$ cat src/sv/ktd_pkg.sv
package ktd_pkg;

  // Input event codes
  typedef enum logic [1:0] {
    ACT_BYTE    = 2'd0,
    ACT_TIMEOUT = 2'd1,
    ACT_RESIZE  = 2'd2,
    ACT_UNUSED  = 2'd3
  } action_t;

  // Result kinds
  typedef enum logic [3:0] {
    K_PLAIN  = 4'd0,
    K_ESC    = 4'd1,
    K_UP     = 4'd2,
    K_DOWN   = 4'd3,
    K_RIGHT  = 4'd4,
    K_LEFT   = 4'd5,
    K_HOME   = 4'd6,
    K_END    = 4'd7,
    K_DEL    = 4'd8,
    K_PGUP   = 4'd9,
    K_PGDN   = 4'd10,
    K_RESIZE = 4'd11
  } kind_t;

  // Parser phases
  typedef enum logic [2:0] {
    PH_IDLE  = 3'd0,
    PH_ESC   = 3'd1,
    PH_CSI   = 3'd2,
    PH_SS3   = 3'd3,
    PH_DIGIT = 3'd4
  } phase_t;

  // Character constants
  localparam logic [7:0] CH_ESC    = 8'h1B;
  localparam logic [7:0] CH_LBRACK = 8'h5B;
  localparam logic [7:0] CH_O      = 8'h4F;
  localparam logic [7:0] CH_TILDE  = 8'h7E;
  localparam logic [7:0] CH_A      = 8'h41;
  localparam logic [7:0] CH_B      = 8'h42;
  localparam logic [7:0] CH_C      = 8'h43;
  localparam logic [7:0] CH_D      = 8'h44;
  localparam logic [7:0] CH_H      = 8'h48;
  localparam logic [7:0] CH_F      = 8'h46;
  localparam logic [7:0] CH_0      = 8'h30;
  localparam logic [7:0] CH_3      = 8'h33;
  localparam logic [7:0] CH_5      = 8'h35;
  localparam logic [7:0] CH_6      = 8'h36;
  localparam logic [7:0] CH_9      = 8'h39;

  localparam int MAX_RES = 4;

  typedef struct packed {
    kind_t      kind;
    logic [7:0] data;
  } result_t;

  // All results caused by one input item; cnt is 1..4 when loaded
  typedef struct packed {
    logic [2:0]                 cnt;
    result_t [MAX_RES-1:0]      res;
  } bundle_t;

endpackage

$ cat src/sv/ktd_core.sv
module ktd_core (
  input  logic             clk,
  input  logic             rst,
  input  logic             s_tvalid,
  output logic             s_tready,
  input  logic [15:0]      s_tdata,   // [1:0] action, [9:2] in_byte, [15:10] zero
  input  logic             free,      // result register can take a bundle this cycle
  output logic             load,
  output ktd_pkg::bundle_t bundle
);
  import ktd_pkg::*;

  logic       in_valid;
  action_t    in_action;
  logic [7:0] in_byte;
  phase_t     phase, phase_next;
  logic [7:0] digit, digit_next;
  logic [2:0] nres;
  logic       take;

  // Decode one event against the current phase
  always_comb begin
    nres       = 3'd0;
    phase_next = phase;
    digit_next = digit;
    for (int i = 0; i < MAX_RES; i++) begin
      bundle.res[i] = '{kind: K_PLAIN, data: 8'h00};
    end
    case (in_action)
      ACT_BYTE: begin
        case (phase)
          PH_ESC: begin
            if (in_byte == CH_LBRACK) begin
              phase_next = PH_CSI;
            end else if (in_byte == CH_O) begin
              phase_next = PH_SS3;
            end else begin
              bundle.res[0] = '{kind: K_ESC, data: 8'h00};
              bundle.res[1] = '{kind: K_PLAIN, data: in_byte};
              nres          = 3'd2;
              phase_next    = PH_IDLE;
            end
          end
          PH_CSI: begin
            if (in_byte >= CH_0 && in_byte <= CH_9) begin
              digit_next = in_byte;
              phase_next = PH_DIGIT;
            end else begin
              case (in_byte)
                CH_A:    bundle.res[0].kind = K_UP;
                CH_B:    bundle.res[0].kind = K_DOWN;
                CH_C:    bundle.res[0].kind = K_RIGHT;
                CH_D:    bundle.res[0].kind = K_LEFT;
                CH_H:    bundle.res[0].kind = K_HOME;
                CH_F:    bundle.res[0].kind = K_END;
                default: bundle.res[0].kind = K_ESC;
              endcase
              nres       = 3'd1;
              phase_next = PH_IDLE;
            end
          end
          PH_SS3: begin
            if (in_byte == CH_H) begin
              bundle.res[0].kind = K_HOME;
            end else if (in_byte == CH_F) begin
              bundle.res[0].kind = K_END;
            end else begin
              bundle.res[0].kind = K_ESC;
            end
            nres       = 3'd1;
            phase_next = PH_IDLE;
          end
          PH_DIGIT: begin
            bundle.res[0].kind = K_ESC;
            if (in_byte == CH_TILDE) begin
              if (digit == CH_3) begin
                bundle.res[0].kind = K_DEL;
              end else if (digit == CH_5) begin
                bundle.res[0].kind = K_PGUP;
              end else if (digit == CH_6) begin
                bundle.res[0].kind = K_PGDN;
              end
            end
            nres       = 3'd1;
            phase_next = PH_IDLE;
          end
          default: begin
            if (in_byte == CH_ESC) begin
              phase_next = PH_ESC;
            end else begin
              bundle.res[0] = '{kind: K_PLAIN, data: in_byte};
              nres          = 3'd1;
              phase_next    = PH_IDLE;
            end
          end
        endcase
      end
      ACT_TIMEOUT, ACT_RESIZE: begin
        // flush ESC and the bytes taken after it
        case (phase)
          PH_ESC: begin
            bundle.res[0].kind = K_ESC;
            nres               = 3'd1;
          end
          PH_CSI: begin
            bundle.res[0].kind = K_ESC;
            bundle.res[1]      = '{kind: K_PLAIN, data: CH_LBRACK};
            nres               = 3'd2;
          end
          PH_SS3: begin
            bundle.res[0].kind = K_ESC;
            bundle.res[1]      = '{kind: K_PLAIN, data: CH_O};
            nres               = 3'd2;
          end
          PH_DIGIT: begin
            bundle.res[0].kind = K_ESC;
            bundle.res[1]      = '{kind: K_PLAIN, data: CH_LBRACK};
            bundle.res[2]      = '{kind: K_PLAIN, data: digit};
            nres               = 3'd3;
          end
          default: nres = 3'd0;
        endcase
        phase_next = PH_IDLE;
        if (in_action == ACT_RESIZE) begin
          bundle.res[nres[1:0]] = '{kind: K_RESIZE, data: 8'h00};
          nres                  = nres + 3'd1;
        end
      end
      default: nres = 3'd0;
    endcase
    bundle.cnt = nres;
  end

  // Items without results never wait for the result register
  assign take     = in_valid && (free || nres == 3'd0);
  assign load     = take && nres != 3'd0;
  assign s_tready = !in_valid || take;

  // Input register
  always_ff @(posedge clk) begin
    if (rst) begin
      in_valid <= 1'b0;
    end else if (s_tvalid && s_tready) begin
      in_valid <= 1'b1;
    end else if (take) begin
      in_valid <= 1'b0;
    end
    if (s_tvalid && s_tready) begin
      in_action <= action_t'(s_tdata[1:0]);
      in_byte   <= s_tdata[9:2];
    end
  end

  // Parser state
  always_ff @(posedge clk) begin
    if (rst) begin
      phase <= PH_IDLE;
      digit <= 8'h00;
    end else if (take) begin
      phase <= phase_next;
      digit <= digit_next;
    end
  end

endmodule

$ cat src/sv/ktd_emit.sv
module ktd_emit (
  input  logic             clk,
  input  logic             rst,
  input  logic             load,
  input  ktd_pkg::bundle_t bundle,
  output logic             free,
  output logic             m_tvalid,
  input  logic             m_tready,
  output logic [15:0]      m_tdata,   // [3:0] kind, [11:4] out_byte, [15:12] zero
  output logic             m_tlast
);
  import ktd_pkg::*;

  logic       b_valid;
  bundle_t    held;
  logic [1:0] idx;
  result_t    cur;
  logic       fire;

  assign cur      = held.res[idx];
  assign m_tvalid = b_valid;
  assign m_tdata  = {4'h0, cur.data, cur.kind};
  assign m_tlast  = ({1'b0, idx} + 3'd1) == held.cnt;
  assign fire     = b_valid && m_tready;
  assign free     = !b_valid || (fire && m_tlast);

  // Result register, one result handed out per cycle while m_tready is high
  always_ff @(posedge clk) begin
    if (rst) begin
      b_valid <= 1'b0;
      idx     <= 2'd0;
    end else if (load) begin
      b_valid <= 1'b1;
      idx     <= 2'd0;
    end else if (fire) begin
      if (m_tlast) begin
        b_valid <= 1'b0;
      end else begin
        idx <= idx + 2'd1;
      end
    end
    if (load) begin
      held <= bundle;
    end
  end

endmodule

$ cat src/sv/terminal_key_escape_decoder_unit.sv
// An accepted item passes the input register, then the result register, before
// its first result reaches the output. Throughput: one input item per cycle
// while each item gives at most one result and m_tready is high; an item with
// up to 4 results holds the result register, sending one per m_tready cycle.
// Reset (rst, synchronous, active high) returns the parser to idle, clears the
// held digit and drops any item or results in flight.
module terminal_key_escape_decoder_unit (
  input  logic        clk,
  input  logic        rst,
  input  logic        s_tvalid,
  output logic        s_tready,
  input  logic [15:0] s_tdata,   // [1:0] action, [9:2] in_byte, [15:10] zero
  output logic        m_tvalid,
  input  logic        m_tready,
  output logic [15:0] m_tdata,   // [3:0] kind, [11:4] out_byte, [15:12] zero
  output logic        m_tlast
);
  import ktd_pkg::*;

  logic    free;
  logic    load;
  bundle_t bundle;

  ktd_core u_core (
    .clk      (clk),
    .rst      (rst),
    .s_tvalid (s_tvalid),
    .s_tready (s_tready),
    .s_tdata  (s_tdata),
    .free     (free),
    .load     (load),
    .bundle   (bundle)
  );

  ktd_emit u_emit (
    .clk      (clk),
    .rst      (rst),
    .load     (load),
    .bundle   (bundle),
    .free     (free),
    .m_tvalid (m_tvalid),
    .m_tready (m_tready),
    .m_tdata  (m_tdata),
    .m_tlast  (m_tlast)
  );

  // a bundle is only written when the result register is free
  a_load_free: assert property (@(posedge clk) disable iff (rst) load |-> free)
    else $error("bundle loaded while results pending");

  // every loaded bundle carries one to four results
  a_load_cnt: assert property (@(posedge clk) disable iff (rst)
    load |-> (bundle.cnt != 3'd0 && bundle.cnt <= 3'd4))
    else $error("bad result count");

  // final result taken with nothing new loaded leaves the output empty
  a_drain: assert property (@(posedge clk) disable iff (rst)
    (m_tvalid && m_tready && m_tlast && !load) |=> !m_tvalid)
    else $error("output still valid after last result");

endmodule
$ cat config.mk
export PLATFORM = sky130hd
export DESIGN_NAME = terminal_key_escape_decoder_unit
export DESIGN_NICKNAME = d
export VERILOG_FILES = /design/src/sv/ktd_pkg.sv /design/src/sv/ktd_core.sv /design/src/sv/ktd_emit.sv /design/src/sv/terminal_key_escape_decoder_unit.sv
export SDC_FILE = /design/constraint.sdc
export NUM_CORES = 1
export LEC_CHECK = 0
export BUFFER_PORTS_ARGS = -buffer_cell sky130_fd_sc_hd__buf_4
export CAP_MARGIN = 5
export CELL_PAD_IN_SITES_DETAIL_PLACEMENT = 1
export CELL_PAD_IN_SITES_GLOBAL_PLACEMENT = 2
export CORE_ASPECT_RATIO = 1.25
export CORE_MARGIN = 4
export CORE_UTILIZATION = 34
export DETAILED_ROUTE_END_ITERATION = 6
export PLACE_DENSITY_LB_ADDON = 0.1
export SETUP_SLACK_MARGIN = 0.4
export SLEW_MARGIN = 20
export SYNTH_ARGS = -nofsm -noshare
export SYNTH_HDL_FRONTEND = slang
export SYNTH_SLANG_ARGS = --single-unit
$ cat constraint.sdc
create_clock -name clk -period 3.95 [get_ports clk]
set_input_delay 0.1975 -clock clk [delete_from_list [all_inputs] [get_ports clk]]
set_output_delay 0.1975 -clock clk [all_outputs]
set_load 0.005 [all_outputs]
== Yosys cells after proc, flatten, opt, wreduce, memory -nomap -nowiden ==
Index checks and enable logic that the tools add are counted.

* Register bits after elaboration: 76
* Bits in latches: 0
* Memory bits (writable): 0
* Memory bits (read-only): 0
* Output and inout port bits: 19
* Memories kept: 0

* Add/subtract/negate cells: 3
* Multiply operators: 0
* Div/mod/pow operators: 0
* Magnitude comparators: 5
* Equal/unequal tests: 20
* Shift-type cells: 0
* Mux-type cells: 46
* Bitwise operators: 4
* Reductions and logical operators: 31

{| class="wikitable"
|+ Operator list
! operator !! count
|-
| $eq A8 B7 Y1 const B || 9
|-
| $mux W12 || 5
|-
| $pmux W24 S2 || 1
|-
| $and A27 B36 Y36 || 1
|-
| $mux W36 || 1
|-
| $not A36 Y36 || 1
|-
| $mux W4 || 7
|-
| $bmux W12 S2 || 1
|-
| $demux W12 S2 || 1
|-
| $eq A8 B6 Y1 const B || 3
|-
| $mux W24 || 1
|-
| $mux W20 || 1
|-
| $pmux W3 S3 || 2
|-
| $pmux W3 S6 || 1
|-
| $mux W8 || 2
|-
| $pmux W4 S4 || 1
|-
| $pmux W8 S2 || 1
|-
| $mux W3 || 5
|-
| $pmux W7 S2 || 1
|-
| $or A9 B12 Y12 || 1
|-
| $pmux W3 S2 || 2
|-
| $reduce_or A2 Y1 || 5
|-
| $mux W1 || 9
|-
| $eq A8 B5 Y1 const B || 1
|-
| other kinds (27) || 46
|}

== Longest topological paths before layout ==
* Depth in word-level cells: 13
* Gate-level depth with buffers: 10
* Mapped depth without buffers: 9

== Modules after synthesis ==
A second synthesis with hierarchy kept.

* Cell total of the unflattened synthesis: 314
* Area total of the unflattened synthesis: 4000.1 µm²

{| class="wikitable"
|+ Modules (own cells, without submodules)
! module !! instances !! cells each !! area an instance (µm²)
|-
| ktd_emit || 1 || 97 || 2109.5
|-
| ktd_core || 1 || 217 || 1890.6
|}

== Least setup slack after synthesis ==
Ideal clock, no wire load.

* Path type: register to register
* Start point: reg u_core.phase[2]
* End point: reg u_emit.held[0] (netlist bit) (enable)
* Library setup time: 0.425 ns
* Data arrival time: 3.414 ns
* Setup slack: 0.111 ns
* Stages on the path, launching flop included: 10
* Path buffers: 1
* Clock period less this slack: 3.839 ns
* Cell sequence: dfxtp_1 clkbuf_1 nor2b_1 a21oi_1 ha_1 nand2_1 nor2_1 a221oi_2 o31ai_4 nor2_1

* Word-level cells in the longest chain between the ends: 11
* Elaborated cells between the ends (all ways): 17

{| class="wikitable"
|+ Ends and longest elaborated chain
! element !! line !! source
|-
| start, declared || ktd_core.sv:16 || <nowiki>phase_t phase, phase_next;</nowiki>
|-
| start signal, assigned || ktd_core.sv:160 || <nowiki>phase <= phase_next;</nowiki>
|-
| $eq A3 B2 Y1 || ktd_core.sv:31, ktd_core.sv:100 ||
|-
| $reduce_or A2 Y1 (no line) || -- ||
|-
| $pmux W2 S3 || ktd_core.sv:100 || <nowiki>case (phase)</nowiki>
|-
| $mux W3 || ktd_core.sv:29 || <nowiki>case (in_action)</nowiki>
|-
| $add A3 B1 Y3 || ktd_core.sv:126 || <nowiki>nres = nres + 3'd1;</nowiki>
|-
| $mux W3 || ktd_core.sv:124 || <nowiki>if (in_action == ACT_RESIZE) begin</nowiki>
|-
| $pmux W3 S2 * || ktd_core.sv:29 ||
|-
| $logic_not A3 Y1 || ktd_core.sv:135 || <nowiki>assign take = in_valid && (free || nres == 3'd0);</nowiki>
|-
| $logic_or A1 B1 Y1 || ktd_core.sv:135 ||
|-
| $logic_and A1 B1 Y1 || ktd_core.sv:135 ||
|-
| $logic_and A1 B1 Y1 * || ktd_core.sv:136 || <nowiki>assign load = take && nres != 3'd0;</nowiki>
|-
| net load || terminal_key_escape_decoder_unit.sv:21 || <nowiki>logic load;</nowiki>
|-
| end signal, assigned || ktd_emit.sv:43 || <nowiki>held <= bundle;</nowiki>
|-
| end, declared || ktd_emit.sv:15 || <nowiki>bundle_t held;</nowiki>
|}

The timed path passes the listed nets; every way through them passes the cells marked *. The select of a mux whose other input is x is not followed.
A chain may end at the register's enable or synchronous reset.

== Final worst setup path ==
* Start point: reg u_core.phase[2]
* End point: out s_tready

* Word-level cells in the longest chain between the ends: 11
* Elaborated cells between the ends (all ways): 16

{| class="wikitable"
|+ Ends and longest elaborated chain
! element !! line !! source
|-
| $eq A3 B2 Y1 || ktd_core.sv:31, ktd_core.sv:100 ||
|-
| $reduce_or A2 Y1 (no line) || -- ||
|-
| $pmux W2 S3 || ktd_core.sv:100 ||
|-
| $mux W3 || ktd_core.sv:29 ||
|-
| $add A3 B1 Y3 || ktd_core.sv:126 ||
|-
| $mux W3 || ktd_core.sv:124 ||
|-
| $pmux W3 S2 * || ktd_core.sv:29 ||
|-
| $logic_not A3 Y1 * || ktd_core.sv:135 ||
|-
| $logic_or A1 B1 Y1 * || ktd_core.sv:135 ||
|-
| $logic_and A1 B1 Y1 * || ktd_core.sv:135 ||
|-
| $logic_or A1 B1 Y1 * || ktd_core.sv:137 || <nowiki>assign s_tready = !in_valid || take;</nowiki>
|-
| end, declared || terminal_key_escape_decoder_unit.sv:11 || <nowiki>output logic s_tready,</nowiki>
|}

Every way passes the cells marked *; elsewhere a longest branch is shown, timed or not. The select of a mux whose other input is x is not followed.

==> impl_metrics.tcl <==
set metrics [dict create \
    hpwl_um 5890 \
    die_w_um 95.0 \
    endpoint_kind "primary output" \
    power_switching_share_pct 21.4 \
    grt_start_max_net_pins 35 \
    grt_first_pass_wirelength_um 13100 \
    first_pass_iters 4 \
    clk_pin_slew_ps 50 \
    fp.dieArea_um2 11100 \
    most-common-layout-cells "44 x edfxtp_1, 34 x buf_4, 29 x nand2_1" \
    cts_setup_buffers 0 \
    layout-drive-gt1-share_pct 17.5 \
    p_sw_w 0.000327 \
    synth_area_leaders "edfxtp_1 41%, dfxtp_1 9.3%, mux2i_1 4.4%" \
    grt-ovfl-total 0 \
    worstPathArrival_ps 2960 \
    p_per_area_nw_per_um2 399 \
    hold_violations 0 \
    htree_levels 3 \
    top_usage_layer "met2" \
    yosysTopAreaCell "edfxtp_1" \
    cts.sinks 59 \
    hold_class "in -> reg" \
    ios 39 \
    path_common_cell "nor2_1" \
    postSynthAreaPerCell_um2 10.5 \
    pwr-share-seq_pct 45.7 \
    cts_resized 0 \
    numCtsBuffers 9 \
    tightest_slew_ps 704 \
    gp_congestion 0.774 \
    start_kind "flop" \
    power.internal_w 0.00120 \
    synth_flop_cell "edfxtp_1" \
    tritoncts "done" \
    synth-seq-cells 59 \
    antenna_left 0 \
    placed_cells 449 \
    rows 39 \
    drt-initial-drc-count 80 \
    initial_core_util_pct 35.0 \
    path_buf_inv 1 \
    antenna_found_initial 0 \
    final_common_cell "edfxtp_1" \
    power.share.clock_pct 48.3 \
    netlist.area_leader.share_pct 41.1 \
    ys_types 56 \
    num_vias 2357 \
    yosysWarningCount 0 \
    grt_pass1_vias 2389 \
    leakagePower_nw 1.39 \
    area_growth_syn_to_layout_pct 19.5 \
    clockBufferDepth 2 \
    drv_cap 0 \
    cp_top_family "simple AND/OR/NAND/NOR gates" \
    place_area_um2 3560 \
    finish.instance_area_um2 3840 \
    clk_latency_ps 320 \
    crit_path_max_incr_delay_ps 650 \
    antenna_cells 0 \
    layout.cells.non_filler 465 \
    synthArstFlopShare_pct 0 \
    grt_use_total_pct 15.8 \
    fin_crit_sh_pct 80.0 \
    synth_area_um2 3210 \
    avgViaCountPerCell 5.07 \
    synth_edf_count 44 \
    core_um2 9170 \
    ys_seq_area_share_pct 50.4 \
    drc 0 \
    skew_ps 5.73 \
    drt_wl_total_um 7870 \
    hold_buffers 0 \
    outcome "finished clean" \
    fmax_mhz 317 \
    use_met3_pct 3.54 \
    regArea_um2 1620 \
    crit_path_max_fanout 15 \
    min_period_ps 3160 \
    slew_headroom_pct 53.0 \
    critPathRequiredTime_ps 3750 \
    cts_root_buffer "clkbuf_16" \
    syn_inst 306 \
    tns_ps 0 \
    nFillCells 1081 \
    slowest_stage "dfxtp_1" \
    cp_cell_sequence "xnor2_1, nor2_1, ha_1, nand2_1, nor2_1, a221oi_2, o31ai_4, or2_4, buf_4" \
    grt.met2_usage_pct 26.0 \
    crit_type "reg -> out" \
    peakVddDrop_mv 0.244 \
    multi_input_area_um2 1480 \
    setup_viol 0 \
    grt.met1_usage_pct 20.6 \
    die_height_um 117 \
    io_buffers 28 \
    num-nets-final 366 \
    comb_power_share_pct 6.1 \
    rsz0062_at_grt "no" \
    wl_per_cell_um 16.9 \
    report.final.slew_viol_count 0 \
]
## worst paths after layout
| kind | startpoint | end | slack [ps] | depth (start not counted) |
|---|---|---|---|---|
| worst max-delay path | u_core.phase[2] | s_tready | 790 | 9 |
| worst min-delay path | s_tdata[4] | u_core.in_byte[2] | 50 | 1 |
| worst max register to register | u_core.phase[2] | u_core.in_byte[7] | 840 | 9 |
| worst min register to register | u_core.digit[7] | u_core.digit[7] | 490 | 1 |
## worst reg2reg max path: stages, from the launching register on
cell and delay (ps):
dfxtp_1 650, xnor2_1 120, nor2_1 380, ha_1 310, nand2_1 80, nor2_1 60
a221oi_2 510, o31ai_4 120, or2_4 260, and2_1 300
## layer usage
metal  up-vias  part of all wire [%]
met4         0                   1.2
met3         6                   3.6
li1       1159                     -
met2        40                    49
met1      1152                    46
met5         -                     0
## cell families after synthesis
group	synth area share, %
AO/OA/AOI/OAI	12.9
multiplexers	4.36
flip-flops	50.4
XOR/XNOR	3.27
buffers and inverters	3.81
adder cells (fa/ha/maj)	3.50
other	0.117
AND/OR/NAND/NOR	21.6
## cell usage after synthesis (all sizes together) (7+ instances only)
cell / number
mux2i: 14
a21oi: 11
nand2: 29
nand2b: 7
o21ai: 20
dfxtp: 15
and3: 7
buf: 7
nor2: 25
inv: 11
nand3: 7
xnor2: 7
and2: 18
edfxtp: 44
clkbuf: 10
ha: 9
## power groups by stage
stage / Sequential, W / Combinational (W) / Clock [W]
finish: 0.000699 / 0.0000930 / 0.000739
global route: 0.000701 / 0.000105 / 0.000791
CTS: 0.000699 / 0.0000952 / 0.000760
detailed placement: 0.000712 / 0.0000947 / 0
global placement: 0.000711 / 0.0000928 / 0
floorplan: 0.000702 / 0.0000634 / 0
## flip-flops by register name, summed over array words and instances (netlist names)
| register | flops |
|---|---|
| u_emit.idx | 2 |
| u_core.in_valid | 1 |
| u_core.in_action | 2 |
| u_emit.held | 34 |
| u_core.phase | 3 |
| u_core.digit | 8 |
| u_core.in_byte | 8 |
| u_emit.m_tvalid | 1 |
## metrics by stage
| stage | power [W] | util [%] | hold slack, ps | worst slack [ps] |
|---|---|---|---|---|
| floorplan | 0.000766 | - | 296 | 676 |
| global placement | 0.000804 | 38.8 | 376 | 893 |
| detailed placement | 0.000806 | 38.8 | 377 | 833 |
| CTS | 0.00155 | 41.9 | 33.6 | 767 |
| global route | 0.00160 | 41.9 | 32.9 | 547 |
| finish | 0.00153 | 41.9 | 48.1 | 791 |
## layout make-up
cell class / instances / share of cell area (%)
Clock buffer: 10 / 5.96
Inverter: 11 / 1.07
Timing Repair Buffer: 34 / 6.64
Clock inverter: 6 / 1.47
Sequential cell: 59 / 42.2
Multi-Input combinational cell: 222 / 38.6
Tap cell: 123 / 4.01
No activity file was read; power rests on OpenSTA's default activity.
